File: src/design/ols_pkg.sv
package ols_pkg;

	// Operation codes carried in the input tuser
	localparam logic [2:0] OP_PUSH   = 3'd0;
	localparam logic [2:0] OP_INSERT = 3'd1;
	localparam logic [2:0] OP_ERASE  = 3'd2;
	localparam logic [2:0] OP_CLEAR  = 3'd3;
	localparam logic [2:0] OP_RESIZE = 3'd4;
	localparam logic [2:0] OP_READ   = 3'd5;

	// Result status codes
	localparam logic [1:0] ST_OK    = 2'd0;
	localparam logic [1:0] ST_RANGE = 2'd1;
	localparam logic [1:0] ST_FULL  = 2'd2;

	// Stream payload widths
	localparam int OP_W        = 3;
	localparam int POS_W       = 6;
	localparam int VAL_W       = 32;
	localparam int REQ_W       = 7;
	localparam int STATUS_W    = 2;
	localparam int COUNT_W     = 7;
	localparam int IN_TDATA_W  = 48;
	localparam int OUT_TDATA_W = 48;

	// Controller to datapath
	typedef struct packed {
		logic       load;        // capture the accepted request
		logic       status_we;   // record the result status
		logic [1:0] status;
		logic       cnt_clr;
		logic       cnt_set;     // count takes the requested size
		logic       cnt_inc;
		logic       cnt_dec;
		logic       push_wr;     // write the value at the count
		logic       ptr_init_up; // pointer to the count
		logic       ptr_init_dn; // pointer to the position
		logic       step_up;     // read pointer-1, later write it at pointer
		logic       step_dn;     // read pointer+1, later write it at pointer
		logic       place_wr;    // write the value at the position
		logic       rd_pos;      // read the entry at the position
		logic       out_load;    // load the result register
	} ols_cmd_t;

	// Datapath to controller
	typedef struct packed {
		logic [2:0] op;
		logic       range_bad;
		logic       full;
		logic       resize_bad;
		logic       ptr_above_pos;
		logic       ptr_below_last;
		logic       out_free;
	} ols_stat_t;

endpackage

File: src/design/ordered_list_store.sv
// Channel   Dir  Signals                        Contents
// s_axis    in   tvalid tready tdata[47:0] tuser[2:0]  one operation request
// m_axis    out  tvalid tready tdata[47:0]     one result per request
//
// Sequence: push, clear, resize, read and unused codes pass decide and finish;
// erase also shifts the later entries down, insert shifts them up and then places.
// The entry memory does one read and one write per cycle, so an insert or erase
// moves one entry per cycle.
// Reset clears the fill count, the controller and the result valid; the entries
// are not cleared.
// A result waiting on m_axis does not block the next request; only its own
// result load waits for the output register to free.
module ordered_list_store import ols_pkg::*; #(
	parameter int CAPACITY    = 64,
	parameter int ENTRY_WIDTH = 32
) (
	input  logic                   clk,
	input  logic                   arst_n,
	input  logic                   s_axis_tvalid,
	output logic                   s_axis_tready,
	// [5:0] position, [37:6] entry_value, [44:38] new_count, [47:45] zero
	input  logic [IN_TDATA_W-1:0]  s_axis_tdata,
	// [2:0] op
	input  logic [OP_W-1:0]        s_axis_tuser,
	output logic                   m_axis_tvalid,
	input  logic                   m_axis_tready,
	// [1:0] status, [8:2] count, [40:9] read_data, [47:41] zero
	output logic [OUT_TDATA_W-1:0] m_axis_tdata
);

	ols_cmd_t  cmd;
	ols_stat_t stat;

	// Sequence each request: decide, shift entries, place, then hand off the result
	ols_ctrl u_ctrl (
		.clk      (clk),
		.arst_n   (arst_n),
		.in_valid (s_axis_tvalid),
		.in_ready (s_axis_tready),
		.stat     (stat),
		.cmd      (cmd)
	);

	// Hold the entries, the fill count and the result register
	ols_dpath #(
		.CAPACITY    (CAPACITY),
		.ENTRY_WIDTH (ENTRY_WIDTH)
	) u_dpath (
		.clk      (clk),
		.arst_n   (arst_n),
		.cmd      (cmd),
		.stat     (stat),
		.in_tdata (s_axis_tdata),
		.in_tuser (s_axis_tuser),
		.m_tvalid (m_axis_tvalid),
		.m_tready (m_axis_tready),
		.m_tdata  (m_axis_tdata)
	);

endmodule

File: src/design/ols_ctrl.sv
module ols_ctrl import ols_pkg::*; (
	input  logic      clk,
	input  logic      arst_n,
	input  logic      in_valid,
	output logic      in_ready,
	input  ols_stat_t stat,
	output ols_cmd_t  cmd
);

	localparam logic [2:0] S_IDLE     = 3'd0;
	localparam logic [2:0] S_DECIDE   = 3'd1;
	localparam logic [2:0] S_SHIFT_UP = 3'd2;
	localparam logic [2:0] S_PLACE    = 3'd3;
	localparam logic [2:0] S_SHIFT_DN = 3'd4;
	localparam logic [2:0] S_FINISH   = 3'd5;

	logic [2:0] state_q;
	logic [2:0] state_d;

	always_ff @(posedge clk or negedge arst_n) begin
		if (!arst_n) begin
			state_q <= S_IDLE;
		end else begin
			state_q <= state_d;
		end
	end

	always_comb begin
		cmd      = '0;
		state_d  = state_q;
		in_ready = 1'b0;
		case (state_q)
			S_IDLE: begin
				in_ready = 1'b1;
				if (in_valid) begin
					cmd.load = 1'b1;
					state_d  = S_DECIDE;
				end
			end
			S_DECIDE: begin
				cmd.status_we = 1'b1;
				cmd.status    = ST_OK;
				state_d       = S_FINISH;
				case (stat.op)
					OP_PUSH: begin
						if (stat.full) begin
							cmd.status = ST_FULL;
						end else begin
							cmd.push_wr = 1'b1;
							cmd.cnt_inc = 1'b1;
						end
					end
					OP_INSERT: begin
						if (stat.range_bad) begin
							cmd.status = ST_RANGE;
						end else if (stat.full) begin
							cmd.status = ST_FULL;
						end else begin
							cmd.ptr_init_up = 1'b1;
							state_d         = S_SHIFT_UP;
						end
					end
					OP_ERASE: begin
						if (stat.range_bad) begin
							cmd.status = ST_RANGE;
						end else begin
							cmd.ptr_init_dn = 1'b1;
							state_d         = S_SHIFT_DN;
						end
					end
					OP_CLEAR: begin
						cmd.cnt_clr = 1'b1;
					end
					OP_RESIZE: begin
						if (stat.resize_bad) begin
							cmd.status = ST_FULL;
						end else begin
							cmd.cnt_set = 1'b1;
						end
					end
					OP_READ: begin
						if (stat.range_bad) begin
							cmd.status = ST_RANGE;
						end else begin
							cmd.rd_pos = 1'b1;
						end
					end
					default: begin
					end
				endcase
			end
			S_SHIFT_UP: begin
				if (stat.ptr_above_pos) begin
					cmd.step_up = 1'b1;
				end else begin
					state_d = S_PLACE;
				end
			end
			S_PLACE: begin
				cmd.place_wr = 1'b1;
				cmd.cnt_inc  = 1'b1;
				state_d      = S_FINISH;
			end
			S_SHIFT_DN: begin
				if (stat.ptr_below_last) begin
					cmd.step_dn = 1'b1;
				end else begin
					cmd.cnt_dec = 1'b1;
					state_d     = S_FINISH;
				end
			end
			S_FINISH: begin
				if (stat.out_free) begin
					cmd.out_load = 1'b1;
					state_d      = S_IDLE;
				end
			end
			default: begin
				state_d = S_IDLE;
			end
		endcase
	end

endmodule

File: src/design/ols_dpath.sv
module ols_dpath import ols_pkg::*; #(
	parameter int CAPACITY    = 64,
	parameter int ENTRY_WIDTH = 32
) (
	input  logic                   clk,
	input  logic                   arst_n,
	input  ols_cmd_t               cmd,
	output ols_stat_t              stat,
	input  logic [IN_TDATA_W-1:0]  in_tdata,
	input  logic [OP_W-1:0]        in_tuser,
	output logic                   m_tvalid,
	input  logic                   m_tready,
	output logic [OUT_TDATA_W-1:0] m_tdata
);

	localparam int AW = (CAPACITY > 1) ? $clog2(CAPACITY) : 1;
	localparam int CW = $clog2(CAPACITY + 1);
	localparam int XW = (CW > REQ_W) ? CW : REQ_W;
	localparam int PAD_W = OUT_TDATA_W - VAL_W - COUNT_W - STATUS_W;

	logic [OP_W-1:0]        op_q;
	logic [POS_W-1:0]       pos_q;
	logic [VAL_W-1:0]       val_q;
	logic [REQ_W-1:0]       req_q;
	logic [CW-1:0]          count_q;
	logic [AW-1:0]          ptr_q;
	logic                   wr_pend_q;
	logic [AW-1:0]          wr_addr_q;
	logic [ENTRY_WIDTH-1:0] rdata_q;
	logic [STATUS_W-1:0]    status_q;
	logic                   m_valid_q;
	logic [OUT_TDATA_W-1:0] m_data_q;

	logic [ENTRY_WIDTH-1:0] mem [CAPACITY];

	logic [XW-1:0]          count_x;
	logic [XW-1:0]          pos_x;
	logic [XW-1:0]          ptr_x;
	logic [XW-1:0]          req_x;
	logic [XW-1:0]          cap_x;
	logic [AW-1:0]          pos_a;
	logic [AW-1:0]          raddr;
	logic                   rd_en;
	logic                   wr_en;
	logic [AW-1:0]          waddr;
	logic [ENTRY_WIDTH-1:0] wdata;
	logic [VAL_W-1:0]       rd_word;

	assign count_x = XW'(count_q);
	assign pos_x   = XW'(pos_q);
	assign ptr_x   = XW'(ptr_q);
	assign req_x   = XW'(req_q);
	assign cap_x   = XW'(CAPACITY);
	assign pos_a   = AW'(pos_q);

	assign stat.op             = op_q;
	assign stat.range_bad      = (pos_x >= count_x);
	assign stat.full           = (count_x >= cap_x);
	assign stat.resize_bad     = (req_x > cap_x);
	assign stat.ptr_above_pos  = (ptr_x > pos_x);
	assign stat.ptr_below_last = ((ptr_x + XW'(1)) < count_x);
	assign stat.out_free       = !m_valid_q || m_tready;

	// request capture
	always_ff @(posedge clk) begin
		if (cmd.load) begin
			op_q  <= in_tuser;
			pos_q <= in_tdata[POS_W-1:0];
			val_q <= in_tdata[POS_W+VAL_W-1:POS_W];
			req_q <= in_tdata[POS_W+VAL_W+REQ_W-1:POS_W+VAL_W];
		end
		if (cmd.status_we) begin
			status_q <= cmd.status;
		end
	end

	always_ff @(posedge clk or negedge arst_n) begin
		if (!arst_n) begin
			count_q <= '0;
		end else if (cmd.cnt_clr) begin
			count_q <= '0;
		end else if (cmd.cnt_set) begin
			count_q <= CW'(req_q);
		end else if (cmd.cnt_inc) begin
			count_q <= count_q + CW'(1);
		end else if (cmd.cnt_dec) begin
			count_q <= count_q - CW'(1);
		end
	end

	// shift pointer and the write that trails each read, issued in the cycle after it
	always_ff @(posedge clk or negedge arst_n) begin
		if (!arst_n) begin
			wr_pend_q <= 1'b0;
		end else begin
			wr_pend_q <= cmd.step_up || cmd.step_dn;
		end
	end

	always_ff @(posedge clk) begin
		if (cmd.ptr_init_up) begin
			ptr_q <= AW'(count_q);
		end else if (cmd.ptr_init_dn) begin
			ptr_q <= pos_a;
		end else if (cmd.step_up) begin
			ptr_q <= ptr_q - AW'(1);
		end else if (cmd.step_dn) begin
			ptr_q <= ptr_q + AW'(1);
		end
		if (cmd.step_up || cmd.step_dn) begin
			wr_addr_q <= ptr_q;
		end
	end

	always_comb begin
		rd_en = cmd.step_up || cmd.step_dn || cmd.rd_pos;
		if (cmd.step_up) begin
			raddr = ptr_q - AW'(1);
		end else if (cmd.step_dn) begin
			raddr = ptr_q + AW'(1);
		end else begin
			raddr = pos_a;
		end
	end

	always_comb begin
		wr_en = wr_pend_q || cmd.push_wr || cmd.place_wr;
		if (wr_pend_q) begin
			waddr = wr_addr_q;
			wdata = rdata_q;
		end else if (cmd.push_wr) begin
			waddr = AW'(count_q);
			wdata = ENTRY_WIDTH'(val_q);
		end else begin
			waddr = pos_a;
			wdata = ENTRY_WIDTH'(val_q);
		end
	end

	always_ff @(posedge clk) begin
		if (wr_en) begin
			mem[waddr] <= wdata;
		end
	end

	always_ff @(posedge clk) begin
		if (rd_en) begin
			rdata_q <= mem[raddr];
		end
	end

	// result register
	assign rd_word = ((op_q == OP_READ) && (status_q == ST_OK)) ? VAL_W'(rdata_q) : '0;

	always_ff @(posedge clk or negedge arst_n) begin
		if (!arst_n) begin
			m_valid_q <= 1'b0;
		end else if (cmd.out_load) begin
			m_valid_q <= 1'b1;
		end else if (m_tready) begin
			m_valid_q <= 1'b0;
		end
	end

	always_ff @(posedge clk) begin
		if (cmd.out_load) begin
			m_data_q <= {{PAD_W{1'b0}}, rd_word, count_x[COUNT_W-1:0], status_q};
		end
	end

	assign m_tvalid = m_valid_q;
	assign m_tdata  = m_data_q;

	a_count_cap: assert property (@(posedge clk) disable iff (!arst_n)
		count_x <= cap_x)
		else $error("fill count above capacity");

	a_one_writer: assert property (@(posedge clk) disable iff (!arst_n)
		wr_pend_q |-> !(cmd.push_wr || cmd.place_wr))
		else $error("trailing shift write collides with a value write");

	a_load_free: assert property (@(posedge clk) disable iff (!arst_n)
		cmd.out_load |-> stat.out_free)
		else $error("result loaded over an untaken result");

	a_load_shows: assert property (@(posedge clk) disable iff (!arst_n)
		cmd.out_load |=> m_tvalid)
		else $error("loaded result not presented");

endmodule

File: config.mk
export PLATFORM = sky130hd
export DESIGN_NAME = ordered_list_store
export DESIGN_NICKNAME = d
export VERILOG_FILES = /design/src/design/ols_pkg.sv /design/src/design/ordered_list_store.sv /design/src/design/ols_ctrl.sv /design/src/design/ols_dpath.sv
export SDC_FILE = /design/constraint.sdc
export NUM_CORES = 2
export LEC_CHECK = 0
export BUFFER_PORTS_ARGS = -buffer_cell sky130_fd_sc_hd__buf_2
export CAP_MARGIN = 20
export CORE_ASPECT_RATIO = 0.75
export CORE_MARGIN = 3
export CORE_UTILIZATION = 35
export DETAILED_ROUTE_END_ITERATION = 7
export RECOVER_POWER = 100
export REMOVE_ABC_BUFFERS = 1
export SYNTH_ARGS = -nofsm -noshare
export SYNTH_HDL_FRONTEND = slang
export SYNTH_SLANG_ARGS = --single-unit
File: constraint.sdc
create_clock -name clk -period 5.75 [get_ports clk]
set_input_delay 0.8625 -clock clk [delete_from_list [all_inputs] [get_ports clk]]
set_output_delay 0.8625 -clock clk [all_outputs]
set_load 0.01 [all_outputs]
==> flow_summary.yaml <==
timing:
  hold_violations: 0
  relSlewSlack: -1.97
  tightest_slew_ps: 4450
  final.min_clock_period_ps: 5420
  finClkSkew_ps: 56.2
  rsz0062_at_grt: "false"
  finalSetupViolCount: 0
  fmax_mhz: 184
  drv_slew: 2272
  holdWs_ps: 196
  final.period_utilization: 0.943
drt:
  wirelength_um: 246000
  vias: 52700
  initialDrtViolationCount: 6614
  drc_errors: 0
  post_drt_wl_per_cell_um: 25.6
  vias_per_cell: 5.49
  antenna_left: 0
  drt_pass1_iterations: 5
floorplanning:
  die_h_um: 440
  ios: 105
  die_w_um: 585
  rows: 158
  core_sq_um: 249000
  start_util: 0.354
  die-area_sq_um: 257000
pwr:
  power_density_nw_per_um2: 548
  ir_worst_vdd_v: 0.000358
  p_leak_nw: 33.8
clocking:
  root_buffer: "clkbuf_16"
  htree_levels: 4
  clockBufferDepth: 4
  cts_sinks: 2195
  insertion_delay_ps: 850
  cts_buffers: 204
  tritoncts: "built"
  clkTransAtPathRegs_ps: 60
critical_path:
  crit_type: "reg -> reg"
  startpoint_type: "flop"
  crit_chain: "ha_1, nand3_1, xnor2_1, ha_1, a21oi_1, o2111ai_1, a21o_1, o32a_1, nand3_2, buf_12, buf_12, nand2_1, a21oi_1, o311a_1, a2111oi_0, clkbuf_1, a211oi_1"
  required_ps: 6320
  slowest_delay_ps: 530
  end_kind: "flop"
  rr_startpoint: "u_dpath.ptr_q[1]$_DFFE_PP_"
  crit_fanout: 93
  cp-startpoint: "u_dpath.ptr_q[1]$_DFFE_PP_"
  arrival_ps: 6000
  crit_path_top_delay_cell: "edfxtp_1"
flow_run:
  maxCapViolCount: 41
grt:
  grt.overflow.total: 0
  antenna_found_initial: 4
  grt_max_degree: 99
  grt_usage: 0.185
  grt_pass1_wl_um: 352000
  grt_pass1_vias: 49700
cells_and_area:
  final_cell_mix: "2183 x edfxtp_1, 1224 x nand2_1, 341 x mux2i_1"
  final_layout_size_suffix_gt1_frac: 0.132
  final_util: 0.403
  synthToLayoutAreaGrowth_pct: 14.0
  final_common_cell: "edfxtp_1"
  layout.nets: 6243
status:
  violations: "capacitance limit, slew limit"
  status: "finished with violations"
worst_hold_path:
  min_from: "s_axis_tdata[33]"
  hold_path_class: "in -> reg"
yosys:
  synth_edf_count: 2183
  ys_seq_area_frac: 0.749
  synth-seq-cells: 2195
  synthArstFlopShare: 0.00547
  ys_warn_count: 0
  avgSynthCellArea_sq_um: 14.9
  synth.cell_area_sq_um: 88000
  synth-main-ff-cell: "edfxtp_1"
  yosysTopAreaCell: "edfxtp_1"
  syn_inst: 5917
  yosysTopAreaCellShare: 0.745
  synth_area_leaders: "edfxtp_1 75%, nand2_1 5.2%, mux2i_1 3.9%"
  synth_cell_types: 64
placement:
  numPortBuffers: 94
  place_hpwl_um: 136000
  gp_congestion: 0.822
-- worst paths after layout --
kind,slack (ps),cells past startpoint,to
worst max-delay path,330,17,u_dpath.rdata_q[14]$_DFFE_PP_
worst min-delay path,200,1,u_dpath.val_q[27]$_DFFE_PP_
worst max register to register,330,17,u_dpath.rdata_q[14]$_DFFE_PP_
worst min register to register,460,0,u_dpath.m_tdata[0]$_DFFE_PP_
max in group asynchronous,4640,2,u_dpath.count_q[5]$_DFFE_PN0P_
min in group asynchronous,630,2,u_dpath.count_q[2]$_DFFE_PN0P_
-- registers in the layout, indices dropped and copies added, names as in the netlist, 2 cells and up --
name	cells
u_dpath.count_q	7
u_dpath.val_q	32
u_dpath.m_tdata	41
u_dpath.pos_a	6
u_dpath.req_q	7
u_dpath.op_q	3
u_dpath.ptr_q	6
u_dpath.status_q	2
u_dpath.wr_addr_q	6
u_dpath.rdata_q	32
u_dpath.mem	2048
u_ctrl.state_q	3
-- metrics by stage --
step	area (sq um)	std cells	worst slack (ps)	power, W	TNS, ps
5_1_grt	100000	9598	87.9	0.0574	0
6_report	100000	9602	326	0.0550	0
4_1_cts	101000	9585	255	0.0550	0
3_3_place_gp	94500	9223	332	0.0418	0
2_1_floorplan	86100	5531	-22720	0.0307	-709840
3_5_place_dp	94500	9223	259	0.0421	0
-- synth_stat cells (24+ instances only) --
cell,number
mux2i_1,341
a2111oi_0,31
o311a_1,32
buf_4,43
buf_1,24
and2_1,37
a221oi_1,33
o211ai_1,32
o21ai_1,38
buf_2,120
ha_1,25
nand4_1,33
a32o_1,62
a32oi_1,32
a31oi_1,93
a211oi_1,160
a22o_1,63
and3_1,128
nor2_1,100
o21ai_0,103
edfxtp_1,2183
mux2_2,159
nand3_1,271
clkbuf_1,193
nand2_1,1224
a21oi_1,208
-- metal layers --
layer / vias up / GRT usage / wire (um)
li1: 23100 / - / -
met1: 27100 / 0.274 / 108000
met2: 2275 / 0.281 / 110000
met3: 293 / 0.0334 / 21200
met4: 0 / 0.0486 / 6070
met5: - / 0 / 0
-- where the power goes --
part	internal, W	leakage, nW	switching [W]
Combinational	0.00715	10.9	0.0144
Sequential	0.0200	19.8	0.000402
Clock	0.00730	3.05	0.00575
Total	0.0344	33.8	0.0205
-- area by class of cell --
class,instances,area [sq um]
fill,22600,148000
sequential,2195,65900
multi-input combinational,3319,20700
clock buffer,255,5410
tap,3280,4100
timing repair buffer,424,3260
clock inverter,106,856
inverter,18,67.6
antenna,5,12.5
-- worst max-delay path, delay by kind of cell, from the launching register on --
family                     cells  cell delay (ps)
AOI/OAI and AO/OA              8             2030
xor gates and xnor gates       1              190
adders and majority gates      2              670
buffers and inverters          3              930
DFF                            1              530
and+or+nand+nor                3              790
-- timing repair --
item / in CTS / in global routing
endpoints found under the hold margin: 12 / 0
setup buffers: 0 / 7
endpoints found under the setup margin: 0 / 5
hold buffers: 1 / 0
gates resized for setup: 0 / 2
-- cell families (layout without fill, tap and decap cells) --
family	Yosys count	in the layout	share of synthesized area
compound gates	925	925	0.0733
xor+xnor	15	15	0.00149
fa+ha+maj	26	26	0.00378
buf+inv	410	803	0.0220
flops	2195	2195	0.749
mux	511	511	0.0620
other cells	1	12	0.0000426
simple gates	1834	1835	0.0889
No activity file was read; power rests on OpenSTA's default activity.
